**config.mk**
```make
export PLATFORM = sky130hd
export DESIGN_NAME = three_channel_spi_tx_scheduler_flat
export DESIGN_NICKNAME = d
export VERILOG_FILES = /design/src/rtl/spitx_pkg.sv /design/src/rtl/spitx_in_if.sv /design/src/rtl/spitx_out_if.sv /design/src/rtl/spitx_ram.sv /design/src/rtl/spitx_sched.sv /design/src/rtl/three_channel_spi_tx_scheduler.sv /design/src/flat_wrapper.sv
export SDC_FILE = /design/constraint.sdc
export NUM_CORES = 2
export LEC_CHECK = 0
export ABC_AREA = 0
export BUFFER_PORTS_ARGS = -buffer_cell sky130_fd_sc_hd__buf_2
export CORE_MARGIN = 8
export CORE_UTILIZATION = 55
export CTS_BUF_LIST = sky130_fd_sc_hd__clkbuf_8
export DETAILED_ROUTE_END_ITERATION = 6
export PLACE_DENSITY = 0.72
export REMOVE_ABC_BUFFERS = 1
export SLEW_MARGIN = 20
export SYNTH_ARGS = -nofsm -noshare
export SYNTH_HDL_FRONTEND = slang
export SYNTH_SLANG_ARGS = --single-unit
```
**constraint.sdc**
```tcl
create_clock -name clk -period 4.55 [get_ports clk]
set_input_delay 0.2275 -clock clk [delete_from_list [all_inputs] [get_ports clk]]
set_output_delay 0.2275 -clock clk [all_outputs]
set_load 0.05 [all_outputs]
```
**src/rtl/spitx_pkg.sv**
```systemverilog
`default_nettype none

package spitx_pkg;

	localparam int NUM_CH         = 3;
	localparam int CH_W           = 2;
	localparam int BYTE_W         = 8;
	localparam int FIFO_DEPTH_DEF = 64;

	typedef enum logic [1:0] {
		CMD_PUSH     = 2'd0,
		CMD_CLOSE    = 2'd1,
		CMD_TX_READY = 2'd2,
		CMD_RX_BYTE  = 2'd3
	} cmd_t;

	typedef enum logic {
		STATUS_OK     = 1'b0,
		STATUS_BAD_CH = 1'b1
	} status_t;

	localparam logic [NUM_CH-1:0] SEL_IDLE = {NUM_CH{1'b1}};

	// everything of one result word except the popped byte, which comes from the ram
	typedef struct packed {
		status_t             status;
		logic                send_valid;
		logic                rx_valid;
		logic [BYTE_W-1:0]   rx_out;
		logic [NUM_CH-1:0]   select_lines;
		logic                finalize;
		logic                tx_enabled;
		logic                polling;
	} res_t;

endpackage

`default_nettype wire

```
**src/rtl/spitx_in_if.sv**
```systemverilog
`default_nettype none

interface spitx_in_if;
	logic       valid;
	logic       ready;
	logic [1:0] cmd;
	logic [1:0] channel;
	logic [7:0] data_byte;
	logic       bus_busy;

	modport source (output valid, output cmd, output channel, output data_byte,
		output bus_busy, input ready);
	modport sink (input valid, input cmd, input channel, input data_byte,
		input bus_busy, output ready);
endinterface

`default_nettype wire

```
**src/rtl/spitx_out_if.sv**
```systemverilog
`default_nettype none

interface spitx_out_if;
	logic       valid;
	logic       ready;
	logic       status;
	logic       send_valid;
	logic [7:0] send_byte;
	logic       rx_valid;
	logic [7:0] rx_out;
	logic [2:0] select_lines;
	logic       finalize;
	logic       tx_enabled;
	logic       polling;

	modport source (output valid, output status, output send_valid, output send_byte,
		output rx_valid, output rx_out, output select_lines, output finalize,
		output tx_enabled, output polling, input ready);
	modport sink (input valid, input status, input send_valid, input send_byte,
		input rx_valid, input rx_out, input select_lines, input finalize,
		input tx_enabled, input polling, output ready);
endinterface

`default_nettype wire

```
**src/rtl/spitx_ram.sv**
```systemverilog
`default_nettype none

module spitx_ram #(
	parameter int WIDTH = 8,
	parameter int DEPTH = 192
) (
	input  wire logic                     clk,
	input  wire logic                     we,
	input  wire logic [$clog2(DEPTH)-1:0] waddr,
	input  wire logic [WIDTH-1:0]         wdata,
	input  wire logic                     re,
	input  wire logic [$clog2(DEPTH)-1:0] raddr,
	output logic      [WIDTH-1:0]         rdata
);

	logic [WIDTH-1:0] mem_q [DEPTH];

	always_ff @(posedge clk) begin
		if (we) begin
			mem_q[waddr] <= wdata;
		end
		if (re) begin
			rdata <= mem_q[raddr];
		end
	end

endmodule

`default_nettype wire

```
**src/rtl/spitx_sched.sv**
```systemverilog
`default_nettype none

module spitx_sched #(
	parameter int FIFO_DEPTH = spitx_pkg::FIFO_DEPTH_DEF,
	localparam int AW = $clog2(spitx_pkg::NUM_CH * FIFO_DEPTH)
) (
	input  wire logic                                clk,
	input  wire logic                                arst_n,
	input  wire logic                                go,
	input  wire logic [1:0]                          cmd,
	input  wire logic [spitx_pkg::CH_W-1:0]          channel,
	input  wire logic [spitx_pkg::BYTE_W-1:0]        data_byte,
	input  wire logic                                bus_busy,
	output spitx_pkg::res_t                          res,
	output logic                                     ram_we,
	output logic      [AW-1:0]                       ram_waddr,
	output logic      [spitx_pkg::BYTE_W-1:0]        ram_wdata,
	output logic                                     ram_re,
	output logic      [AW-1:0]                       ram_raddr
);

	localparam int NCH = spitx_pkg::NUM_CH;
	localparam int PW  = (FIFO_DEPTH > 1) ? $clog2(FIFO_DEPTH) : 1;
	localparam int CW  = $clog2(FIFO_DEPTH + 1);
	localparam logic [PW-1:0] PTR_LAST = PW'(FIFO_DEPTH - 1);
	localparam logic [CW-1:0] CNT_FULL = CW'(FIFO_DEPTH);
	localparam logic [AW-1:0] BANK     = AW'(FIFO_DEPTH);

	logic [PW-1:0]               head_q [NCH];
	logic [PW-1:0]               tail_q [NCH];
	logic [CW-1:0]               count_q [NCH];
	logic [NCH-1:0]              busy_q;
	logic [spitx_pkg::CH_W-1:0]  cur_q;
	logic                        round_q;
	logic [NCH-1:0]              sel_q;
	logic                        tx_on_q;

	logic [PW-1:0]               head_n [NCH];
	logic [PW-1:0]               tail_n [NCH];
	logic [CW-1:0]               count_n [NCH];
	logic [NCH-1:0]              busy_n;
	logic [spitx_pkg::CH_W-1:0]  cur_n;
	logic                        round_n;
	logic [NCH-1:0]              sel_n;
	logic                        tx_on_n;

	spitx_pkg::cmd_t             op;
	logic                        ch_ok;
	logic                        tx_ev;
	logic                        rx_ev;
	logic                        push_ok;
	logic                        found;
	logic [spitx_pkg::CH_W-1:0]  pick;
	logic [NCH-1:0]              clr;
	logic [PW-1:0]               tail_sel;
	logic [PW-1:0]               head_sel;
	logic [CW-1:0]               count_sel;

	always_comb begin
		op      = spitx_pkg::cmd_t'(cmd);
		ch_ok   = channel < spitx_pkg::CH_W'(NCH);
		tx_ev   = (op == spitx_pkg::CMD_TX_READY) && !bus_busy && tx_on_q;
		rx_ev   = (op == spitx_pkg::CMD_RX_BYTE) && !bus_busy;

		// per-channel pointers picked by the addressed channel
		tail_sel  = '0;
		count_sel = '0;
		for (int c = 0; c < NCH; c++) begin
			if (channel == spitx_pkg::CH_W'(c)) begin
				tail_sel  = tail_q[c];
				count_sel = count_q[c];
			end
		end
		push_ok = (op == spitx_pkg::CMD_PUSH) && ch_ok && !busy_q[channel]
			&& (count_sel != CNT_FULL);

		// first non-empty channel from the current one up to the last
		found = 1'b0;
		pick  = '0;
		for (int c = NCH - 1; c >= 0; c--) begin
			if (spitx_pkg::CH_W'(c) >= cur_q && count_q[c] != '0) begin
				found = 1'b1;
				pick  = spitx_pkg::CH_W'(c);
			end
		end
		head_sel = '0;
		for (int c = 0; c < NCH; c++) begin
			clr[c] = spitx_pkg::CH_W'(c) >= cur_q && (!found || spitx_pkg::CH_W'(c) < pick);
			if (pick == spitx_pkg::CH_W'(c)) begin
				head_sel = head_q[c];
			end
		end

		busy_n  = busy_q;
		cur_n   = cur_q;
		round_n = round_q;
		sel_n   = sel_q;
		tx_on_n = tx_on_q;
		res     = '0;

		if ((op == spitx_pkg::CMD_PUSH || op == spitx_pkg::CMD_CLOSE) && !ch_ok) begin
			res.status = spitx_pkg::STATUS_BAD_CH;
		end
		if (op == spitx_pkg::CMD_CLOSE && ch_ok) begin
			busy_n[channel] = 1'b1;
			tx_on_n         = 1'b1;
		end
		if (rx_ev) begin
			res.rx_valid = 1'b1;
			res.rx_out   = data_byte;
			res.finalize = !round_q;
		end
		if (tx_ev) begin
			busy_n = busy_q & ~clr;
			cur_n  = found ? pick : '0;
			sel_n  = (|clr) ? spitx_pkg::SEL_IDLE : sel_q;
			if (found) begin
				sel_n[pick]    = 1'b0;
				round_n        = 1'b1;
				res.send_valid = 1'b1;
			end
			if (busy_n == '0) begin
				tx_on_n      = 1'b0;
				round_n      = 1'b0;
				res.finalize = 1'b1;
			end
		end

		res.select_lines = sel_n;
		res.tx_enabled   = tx_on_n;
		res.polling      = round_n;

		for (int c = 0; c < NCH; c++) begin
			head_n[c]  = head_q[c];
			tail_n[c]  = tail_q[c];
			count_n[c] = count_q[c];
			if (push_ok && channel == spitx_pkg::CH_W'(c)) begin
				tail_n[c]  = (tail_q[c] == PTR_LAST) ? '0 : tail_q[c] + PW'(1);
				count_n[c] = count_q[c] + CW'(1);
			end
			if (tx_ev && found && pick == spitx_pkg::CH_W'(c)) begin
				head_n[c]  = (head_q[c] == PTR_LAST) ? '0 : head_q[c] + PW'(1);
				count_n[c] = count_q[c] - CW'(1);
			end
		end

		ram_we    = go && push_ok;
		ram_waddr = AW'(channel) * BANK + AW'(tail_sel);
		ram_wdata = data_byte;
		ram_re    = go && tx_ev && found;
		ram_raddr = AW'(pick) * BANK + AW'(head_sel);
	end

	always_ff @(posedge clk or negedge arst_n) begin
		if (!arst_n) begin
			for (int c = 0; c < NCH; c++) begin
				head_q[c]  <= '0;
				tail_q[c]  <= '0;
				count_q[c] <= '0;
			end
			busy_q  <= '0;
			cur_q   <= '0;
			round_q <= 1'b0;
			sel_q   <= spitx_pkg::SEL_IDLE;
			tx_on_q <= 1'b0;
		end else if (go) begin
			for (int c = 0; c < NCH; c++) begin
				head_q[c]  <= head_n[c];
				tail_q[c]  <= tail_n[c];
				count_q[c] <= count_n[c];
			end
			busy_q  <= busy_n;
			cur_q   <= cur_n;
			round_q <= round_n;
			sel_q   <= sel_n;
			tx_on_q <= tx_on_n;
		end
	end

endmodule

`default_nettype wire

```
**src/rtl/three_channel_spi_tx_scheduler.sv**
```systemverilog
// three-channel spi transmit scheduler
//
// req carries command words: push a packet byte, close a packet, transmit
// ready event, received byte. rsp returns exactly one result word for every
// command word, in order: status, the byte handed to the shifter, the byte
// forwarded to the collector, chip select levels, finalize, tx enable and
// the polling flag.
// each command word accepted on req is registered in the input stage and then
// in the result stage, whose register drives rsp. one word a cycle is taken
// and delivered when rsp is not stalled; per word the scheduler makes one
// state update plus at most one fifo ram access.
// the three channel fifos share one ram of 3 x FIFO_DEPTH bytes, with the
// popped byte coming straight out of the ram's read register.
// reset clears pointers, counts, busy flags and the round, deselects all
// chip selects and disables transmission; ram contents are left alone and
// only entries that were pushed are ever read, so no clearing pass runs.
// when rsp stalls the result register holds, the word in the input stage
// waits, and req drops ready once that stage is occupied.
`default_nettype none

module three_channel_spi_tx_scheduler #(
	parameter int FIFO_DEPTH = spitx_pkg::FIFO_DEPTH_DEF
) (
	input wire logic   clk,
	input wire logic   arst_n,
	spitx_in_if.sink   req,
	spitx_out_if.source rsp
);

	localparam int RAM_DEPTH = spitx_pkg::NUM_CH * FIFO_DEPTH;
	localparam int AW        = $clog2(RAM_DEPTH);

	// input stage
	logic                             valid_s1;
	logic [1:0]                       cmd_s1;
	logic [spitx_pkg::CH_W-1:0]       channel_s1;
	logic [spitx_pkg::BYTE_W-1:0]     data_s1;
	logic                             bus_busy_s1;

	// result stage
	logic                             valid_s2;
	spitx_pkg::res_t                  res_s2;

	spitx_pkg::res_t                  res_n;
	logic                             adv;
	logic                             take;
	logic                             ram_we;
	logic [AW-1:0]                    ram_waddr;
	logic [spitx_pkg::BYTE_W-1:0]     ram_wdata;
	logic                             ram_re;
	logic [AW-1:0]                    ram_raddr;
	logic [spitx_pkg::BYTE_W-1:0]     ram_rdata;

	// stage 1 moves on when the result register is free or being drained
	assign adv       = valid_s1 && (!valid_s2 || rsp.ready);
	assign req.ready = !valid_s1 || adv;
	assign take      = req.valid && req.ready;

	always_ff @(posedge clk or negedge arst_n) begin
		if (!arst_n) begin
			valid_s1 <= 1'b0;
		end else if (take) begin
			valid_s1 <= 1'b1;
		end else if (adv) begin
			valid_s1 <= 1'b0;
		end
	end

	always_ff @(posedge clk) begin
		if (take) begin
			cmd_s1      <= req.cmd;
			channel_s1  <= req.channel;
			data_s1     <= req.data_byte;
			bus_busy_s1 <= req.bus_busy;
		end
	end

	spitx_sched #(
		.FIFO_DEPTH(FIFO_DEPTH)
	) u_sched (
		.clk       (clk),
		.arst_n    (arst_n),
		.go        (adv),
		.cmd       (cmd_s1),
		.channel   (channel_s1),
		.data_byte (data_s1),
		.bus_busy  (bus_busy_s1),
		.res       (res_n),
		.ram_we    (ram_we),
		.ram_waddr (ram_waddr),
		.ram_wdata (ram_wdata),
		.ram_re    (ram_re),
		.ram_raddr (ram_raddr)
	);

	// popped byte lands in the ram read register alongside res_s2
	spitx_ram #(
		.WIDTH(spitx_pkg::BYTE_W),
		.DEPTH(RAM_DEPTH)
	) u_ram (
		.clk   (clk),
		.we    (ram_we),
		.waddr (ram_waddr),
		.wdata (ram_wdata),
		.re    (ram_re),
		.raddr (ram_raddr),
		.rdata (ram_rdata)
	);

	always_ff @(posedge clk or negedge arst_n) begin
		if (!arst_n) begin
			valid_s2 <= 1'b0;
		end else if (adv) begin
			valid_s2 <= 1'b1;
		end else if (rsp.ready) begin
			valid_s2 <= 1'b0;
		end
	end

	always_ff @(posedge clk) begin
		if (adv) begin
			res_s2 <= res_n;
		end
	end

	assign rsp.valid        = valid_s2;
	assign rsp.status       = res_s2.status;
	assign rsp.send_valid   = res_s2.send_valid;
	assign rsp.send_byte    = res_s2.send_valid ? ram_rdata : '0;
	assign rsp.rx_valid     = res_s2.rx_valid;
	assign rsp.rx_out       = res_s2.rx_out;
	assign rsp.select_lines = res_s2.select_lines;
	assign rsp.finalize     = res_s2.finalize;
	assign rsp.tx_enabled   = res_s2.tx_enabled;
	assign rsp.polling      = res_s2.polling;

	// a send and a forwarded byte never share one word
	a_send_rx_excl: assert property (@(posedge clk) disable iff (!arst_n)
		rsp.valid |-> !(rsp.send_valid && rsp.rx_valid))
		else $error("send and receive in one result word");

	// a round can only run with transmission enabled
	a_poll_needs_tx: assert property (@(posedge clk) disable iff (!arst_n)
		rsp.valid && rsp.polling |-> rsp.tx_enabled)
		else $error("polling without tx enabled");

	// a send leaves exactly the served chip select low
	a_send_one_cs: assert property (@(posedge clk) disable iff (!arst_n)
		rsp.valid && rsp.send_valid |-> $onehot(~rsp.select_lines))
		else $error("send without a single active chip select");

	// a stalled input stage holds its word
	a_s1_hold: assert property (@(posedge clk) disable iff (!arst_n)
		valid_s1 && !adv |=> valid_s1 && $stable(cmd_s1) && $stable(data_s1))
		else $error("input stage lost its word during a stall");

endmodule

`default_nettype wire
```
**src/flat_wrapper.sv**
```systemverilog
// flat-port wrapper written by rule: the top's interface ports become plain ports
module three_channel_spi_tx_scheduler_flat 
#(
	parameter int FIFO_DEPTH = spitx_pkg::FIFO_DEPTH_DEF
)
  (clk, arst_n, req_valid, req_cmd, req_channel, req_data_byte, req_bus_busy, req_ready, rsp_valid, rsp_status, rsp_send_valid, rsp_send_byte, rsp_rx_valid, rsp_rx_out, rsp_select_lines, rsp_finalize, rsp_tx_enabled, rsp_polling, rsp_ready);
  spitx_in_if req_i ();
  spitx_out_if rsp_i ();
  input wire logic clk;
  input wire logic arst_n;
  input wire logic [$bits(req_i.valid)-1:0] req_valid;
  input wire logic [$bits(req_i.cmd)-1:0] req_cmd;
  input wire logic [$bits(req_i.channel)-1:0] req_channel;
  input wire logic [$bits(req_i.data_byte)-1:0] req_data_byte;
  input wire logic [$bits(req_i.bus_busy)-1:0] req_bus_busy;
  output wire logic [$bits(req_i.ready)-1:0] req_ready;
  output wire logic [$bits(rsp_i.valid)-1:0] rsp_valid;
  output wire logic [$bits(rsp_i.status)-1:0] rsp_status;
  output wire logic [$bits(rsp_i.send_valid)-1:0] rsp_send_valid;
  output wire logic [$bits(rsp_i.send_byte)-1:0] rsp_send_byte;
  output wire logic [$bits(rsp_i.rx_valid)-1:0] rsp_rx_valid;
  output wire logic [$bits(rsp_i.rx_out)-1:0] rsp_rx_out;
  output wire logic [$bits(rsp_i.select_lines)-1:0] rsp_select_lines;
  output wire logic [$bits(rsp_i.finalize)-1:0] rsp_finalize;
  output wire logic [$bits(rsp_i.tx_enabled)-1:0] rsp_tx_enabled;
  output wire logic [$bits(rsp_i.polling)-1:0] rsp_polling;
  input wire logic [$bits(rsp_i.ready)-1:0] rsp_ready;
  assign req_i.valid = req_valid;
  assign req_i.cmd = req_cmd;
  assign req_i.channel = req_channel;
  assign req_i.data_byte = req_data_byte;
  assign req_i.bus_busy = req_bus_busy;
  assign req_ready = req_i.ready;
  assign rsp_valid = rsp_i.valid;
  assign rsp_status = rsp_i.status;
  assign rsp_send_valid = rsp_i.send_valid;
  assign rsp_send_byte = rsp_i.send_byte;
  assign rsp_rx_valid = rsp_i.rx_valid;
  assign rsp_rx_out = rsp_i.rx_out;
  assign rsp_select_lines = rsp_i.select_lines;
  assign rsp_finalize = rsp_i.finalize;
  assign rsp_tx_enabled = rsp_i.tx_enabled;
  assign rsp_polling = rsp_i.polling;
  assign rsp_i.ready = rsp_ready;
  three_channel_spi_tx_scheduler #(.FIFO_DEPTH(FIFO_DEPTH)) u_core (.clk(clk), .arst_n(arst_n), .req(req_i), .rsp(rsp_i));
endmodule
```
After elaboration in Yosys (flattened, before gate mapping)
Memories as Yosys holds them, arrays and structs flattened. A register that Yosys moved wholly into a read port is not among the register bits.
Index checks and enable logic that the tools add are counted.
{"block": "word_totals", "mem_bits_rw": 1536, "memories": 1, "in_bits": 17, "reg_bits": 99, "wordCells": 197}
{"block": "classes", "bitwise_logic": 5, "magnitude_cmp": 11, "mux": 58, "reduce_logical": 66, "n_addsub": 14, "eq_ne": 14}
{"name": "u_core.u_ram.mem_q", "depth": 192, "width": 8, "rd": 1, "rd_clocked_by_memory_dff": 1, "write_ports": 1, "line_no": "spitx_ram.sv:16", "rtl": "logic [WIDTH-1:0] mem_q [DEPTH];"}
{"op": "6-bit 2-to-1 mux", "count": 12}
{"op": "7-bit 2-to-1 mux", "count": 9}
{"op": "6-bit by 1-bit adder with 6-bit output, second input constant", "count": 6}
{"op": "6-bit equality test, second input constant", "count": 6}
{"op": "1-bit logical AND", "count": 28}
{"op": "1-bit 2-to-1 mux", "count": 23}
{"op": "2-bit AND reduction", "count": 11}
{"op": "7-bit by 1-bit adder with 7-bit output, second input constant", "count": 3}
{"op": "7-bit nonzero test", "count": 3}
{"op": "7-bit by 1-bit subtractor with 7-bit output, second input constant", "count": 3}
{"op": "8-bit by 6-bit adder with 8-bit output", "count": 2}
{"op": "3-bit 2-to-1 mux", "count": 5}
{"op": "2-bit nonzero test", "count": 6}
{"op": "9-bit 2-to-1 mux", "count": 1}
{"op": "2-bit equality test, second input constant", "count": 4}
{"op": "2-bit 2-to-1 mux", "count": 4}
{"op": "8-bit 2-to-1 mux", "count": 1}
{"op": "1-bit zero test", "count": 7}
{"op": "7-bit inequality test, second input constant", "count": 1}
{"op": "3-bit bitwise AND", "count": 2}
{"op": "2-bit by 1-bit equality test with 1-bit output, second input constant", "count": 3}
{"op": "2-bit zero test", "count": 3}
{"op": "1-bit logical OR", "count": 6}
{"op": "2-bit by 3-bit < comparator with 1-bit output, second input constant", "count": 2}
{"op": "other kinds (12)", "count": 17}

Logic depth before layout (Yosys ltp)
{"block": "logic_depth", "ltp_word": 13, "mapped_depth": 16, "ltp_nobuf": 13}

By module
Synthesis repeated with hierarchy kept, for this count alone.
{"block": "unflattened", "cells_unflattened": 3346, "hier_area_um2": 65450.3}
{"module": "spitx_ram", "cells_per_inst": 2818, "area_each_um2": 60010.1, "instances": 1, "seq_area_each_um2": 46364.5}
{"module": "spitx_sched", "cells_per_inst": 482, "area_each_um2": 4385.5, "instances": 1, "seq_area_each_um2": 1680.4}
{"module": "three_channel_spi_tx_scheduler", "cells_per_inst": 46, "area_each_um2": 1054.8, "instances": 1, "seq_area_each_um2": 950.9}

Least setup slack after synthesis
No wires, ideal clock.
{"block": "synth_path", "path_kind": "reg-to-reg", "from": "reg u_core.u_sched.count_q[15] in the netlist's numbering", "to": "reg u_core.u_ram.rdata[5], read port of u_core.u_ram.mem_q, data pin", "setup_time_ns": 0.272, "stages_incl_launch_ff": 13, "synth_period_minus_slack_ns": 3.513, "arrival_ns": 3.241, "slack_ns": 1.037, "required_ns": 4.278, "path_cell_list": "dfrtp_1 -> or4_4 -> o21ai_4 -> mux2_4 -> nand3_4 -> buf_6 -> clkbuf_1 -> mux2i_1 -> mux2i_1 -> a32o_1 -> nor3_1 -> o22ai_1 -> or4_1"}
{"block": "synth_between", "elab_chain_len": 8}
{"item": "start, declared", "line_no": "spitx_sched.sv:31", "rtl": "logic [CW-1:0] count_q [NCH];"}
{"item": "start signal, assigned by index", "line_no": "spitx_sched.sv:170", "rtl": "count_q[c] <= count_n[c];"}
{"item": "7-bit nonzero test *", "line_no": "spitx_sched.sv:81", "rtl": "if (spitx_pkg::CH_W'(c) >= cur_q && count_q[c] != '0) begin"}
{"item": "1-bit logical AND *", "line_no": "spitx_sched.sv:81"}
{"item": "2-bit 2-to-1 mux", "line_no": "spitx_sched.sv:81"}
{"item": "2-bit zero test", "line_no": "spitx_sched.sv:89", "rtl": "if (pick == spitx_pkg::CH_W'(c)) begin"}
{"item": "6-bit 2-to-1 mux (3 in a row)", "line_no": "spitx_sched.sv:89"}
{"item": "8-bit by 6-bit adder with 8-bit output", "line_no": "spitx_sched.sv:151", "rtl": "ram_raddr = AW'(pick) * BANK + AW'(head_sel);"}
{"item": "end, declared", "line_no": "spitx_ram.sv:13", "rtl": "output logic [WIDTH-1:0] rdata"}
Every way passes the cells marked *; elsewhere a longest branch is shown, timed or not.
A chain may end at the register's enable or synchronous reset.

Worst setup path after layout
{"block": "layout_path", "from": "reg u_core.u_sched.count_q[15] in the netlist's numbering", "to": "reg u_core.u_ram.rdata[0], read port of u_core.u_ram.mem_q, data pin"}
The elaborated chain is that of the path after synthesis.

==> impl_metrics.csv <==
group,metric,value,unit
final_layout,fillers,8725,
final_layout,drive_gt1_share,16.6,%
final_layout,multi_input_area,0.0166,mm^2
clock_network,clkTransAtPathRegs,0.07,ns
placement,place_area,0.0722,mm^2
final_layout,layout_commonest_cell,"edfxtp_1",
logic_synthesis,synthArstFlopShare,4.20,%
timing,rsz0062_at_grt,"no",
worst_setup_path,critPathMaxStageDelay,0.64,ns
pwr,cellInternalPower,28.3,mW
placement,place_inst,6736,
routing,drt-vias-per-instance,6.38,
die,rows,128,
die,dieWidth,366,um
timing,finalCritPeriodShare,98.6,%
pwr,power_density,581,mW/mm^2
final_layout,final_area,0.0775,mm^2
clock_network,clk_latency,0.97,ns
timing,setup_viol,0,
routing,via_count,46200,
routing,drt-total-wl,203000,um
clock_network,cts_max_level,5,
worst_setup_path,crit_type,"flip-flop to flip-flop",
worst_setup_path,cp.arrival,5.15,ns
placement,gp_congestion,0.953,
clock_network,cts_tree,"built",
status,violations,"DRC",
routing,ant_nets,0,
clock_network,cts_root_buffer,"clkbuf_8",
placement,io_buffer_count,43,
worst_setup_path,cp_max_fo,33,
global_route,first_global_vias,44500,
timing,clock.fmax,0.223,GHz
clock_network,clock_path_buffers,4,
pwr,switchingPower,16.7,mW
timing,relSlewSlack,20.9,%
logic_synthesis,syn-cell-area,0.0673,mm^2
logic_synthesis,ys_seq_area_share,72.8,%
logic_synthesis,synth_cell_types,85,
timing,maxSlewViolCount,0,
placement,post-place-ws,0.0204,ns
worst_setup_path,cp-end-kind,"flip-flop",
worst_setup_path,cp_slowest_cell,"o21ai_0",
timing,hold_viol,0,
worst_setup_path,cp_data_required_time,5.22,ns
logic_synthesis,synth_area_per_cell,13.7,um^2
status,outcome,"finished with violations",
pwr,peakVddDrop,627,uV
die,die_h,366,um
clock_network,cts_made_buffers,281,
worst_setup_path,worst-path-buf-inv,2,
logic_synthesis,ys_seq_elements,1643,
global_route,grt_usage,29.3,%
final_layout,nets,5469,
routing,route.detailed.drc,1,
worst_setup_path,critPathLaunchType,"flip-flop",
clock_network,post_cts_buffers,0,
global_route,grt_overflow,0,
die,dieArea,0.134,mm^2
logic_synthesis,yosys_warnings,0,
routing,dr.pass1.iters,7,
global_route,grt_pass1_wl,294000,um
global_route,grt_max_degree,194,
timing,finalCriticalPeriod,4.48,ns
final_layout,seqCellArea,0.0490,mm^2
routing,dr.first_iter.drc_count,7198,
logic_synthesis,synth_edf_count,1574,
worst_setup_path,crit_family,"compound AO/OA/AOI/OAI gates",
worst_hold_path,hp-class,"input pin to flip-flop",
pwr,p_leak,27.3,nW
die,core,0.122,mm^2
routing,routedWlPerCell,28.1,um
final_layout,final_cell_mix,"edfxtp_1 (1,574), nand2_1 (1,093), buf_4 (420)",
timing,tns,0,ns
timing,skew,0.0501,ns
timing,worst_pin_slew,1.19,ns
pwr,pwr-share-seq,37.9,%
pwr,swShare,37.2,%
die,initial_core_util,55.4,%
worst_setup_path,path_cells,"or4_4, o21ai_4, mux2_4, nand3_4, buf_12, buf_12, mux2i_1, mux2i_1, o21ai_0, a22oi_1, a21oi_1, nand4_1",
final_layout,final_cells,7244,
final_layout,syn_to_final_growth,15.1,%
global_route,antenna_found_initial,16,
logic_synthesis,synthFlopType,"edfxtp_1",
clock_network,cts_sinks,1643,
pwr,comb_power_share,35.7,%
flow_run,drv_cap,0,
logic_synthesis,syn_inst,4916,
final_layout,post-route-util,63.8,%
placement,dp_hpwl,126000,um
pwr,clkPwrFrac,26.4,%
timing,layout_setup_ws,0.0651,ns
die,boundaryPins,44,
layer usage:
layer	track usage [%]	vias to the layer above	part of all wire [%]
met4	14.6	12	5.5
met5	0	-	0.058
met2	44.4	3399	45
met1	39.3	22500	36
li1	-	19600	-
met3	7.90	653	13
cell usage after synthesis (28+ instances only):
| cell | count | share of area [%] |
|---|---|---|
| a21oi_1 | 90 | 0.67 |
| and4_1 | 32 | 0.42 |
| nand2_1 | 1095 | 6.1 |
| clkbuf_1 | 96 | 0.54 |
| o31a_1 | 37 | 0.48 |
| xnor2_1 | 28 | 0.36 |
| a311oi_1 | 43 | 0.56 |
| a211oi_1 | 74 | 0.83 |
| buf_2 | 154 | 1.1 |
| a31oi_1 | 117 | 1.1 |
| inv_1 | 36 | 0.20 |
| buf_4 | 44 | 0.49 |
| a2111oi_0 | 34 | 0.44 |
| edfxtp_1 | 1574 | 70 |
| a32oi_1 | 71 | 0.92 |
| and3_1 | 44 | 0.41 |
| dfrtp_1 | 66 | 2.5 |
| nand3_1 | 344 | 2.6 |
| nand4_1 | 76 | 0.71 |
| o21ai_0 | 63 | 0.47 |
| mux2i_1 | 213 | 3.2 |
| nor2_1 | 267 | 1.5 |
power by group through the flow:
stage	Sequential, mW	Clock [mW]	Combinational (mW)
after global routing	17.1	12.6	16.9
after floorplan	17.5	0	7.69
after global placement	17.3	0	15.4
after detailed placement	17.3	0	15.6
after CTS	17.0	12.0	15.7
final	17.0	11.9	16.1
final cells by class:
class | count | area share, %
diodes | 5 | 0.0161
inverters | 36 | 0.174
clock inverters | 174 | 1.03
repair buffers | 553 | 6.26
clock buffers | 295 | 5.24
flip-flops and latches | 1643 | 63.2
multi-input cells | 2913 | 21.4
well taps | 1625 | 2.62
worst min-delay path, stage by stage:
cell and delay, ns:
dlygate4sd3_1 0.52, buf_2 0.11, nand2b_1 0.14, nand2b_1 0.07
sequential cells by signal (all words and copies together) (netlist names), 3 cells and up:
register / cells
u_core.data_s1: 8
u_core.rsp.rx_out: 8
u_core.rsp.select_lines: 3
u_core.u_ram.mem_q: 1536
u_core.u_ram.rdata: 8
u_core.u_sched.busy_q: 3
u_core.u_sched.count_q: 21
u_core.u_sched.head_q: 18
u_core.u_sched.sel_q: 3
u_core.u_sched.tail_q: 18
path summary, 6_finish.rpt:
| kind | startpoint | end | slack, ns | cells past startpoint |
|---|---|---|---|---|
| hold reg to reg | u_core.u_sched.sel_q[0] | u_core.u_sched.sel_q[0] | 0.50 | 2 |
| min in group asynchronous | arst_n | u_core.u_sched.sel_q[2] | 0.40 | 3 |
| setup reg to reg | u_core.u_sched.count_q[15] | u_core.u_ram.rdata[0] | 0.07 | 12 |
| max in group asynchronous | arst_n | u_core.u_sched.head_q[17] | 2.86 | 4 |
| setup / recovery | u_core.u_sched.count_q[15] | u_core.u_ram.rdata[0] | 0.07 | 12 |
| hold / removal | rsp_ready | u_core.rsp.valid | 0.14 | 4 |
per-stage QoR:
step / total power, mW / hold WS, ns
detailed placement: 32.9 / 0.220
global route: 46.6 / 0.148
CTS: 44.7 / 0.0250
finish: 45.0 / 0.141
floorplan: 25.2 / -0.0681
global placement: 32.7 / 0.220
cells by family (layout without fill, tap and decap cells):
group,count (synthesis),count (layout),synth area share [%]
DFF,1643,1643,72.8
muxes,230,230,3.49
and+or+nand+nor,1945,1945,12.6
xor gates and xnor gates,33,33,0.429
AOI/OAI and AO/OA,681,681,7.38
buffers and inverters,360,1058,2.79
other,0,5,0
adders and majority gates,24,24,0.480
what timing repair did:
item,4_1_cts,5_1_grt
gates cloned,0,0
hold buffers,33,0
resized for setup,3,9
setup endpoints to repair,1,5
pin swaps,0,1
endpoints found under the hold margin,102,0
No activity file was read; power rests on OpenSTA's default activity.
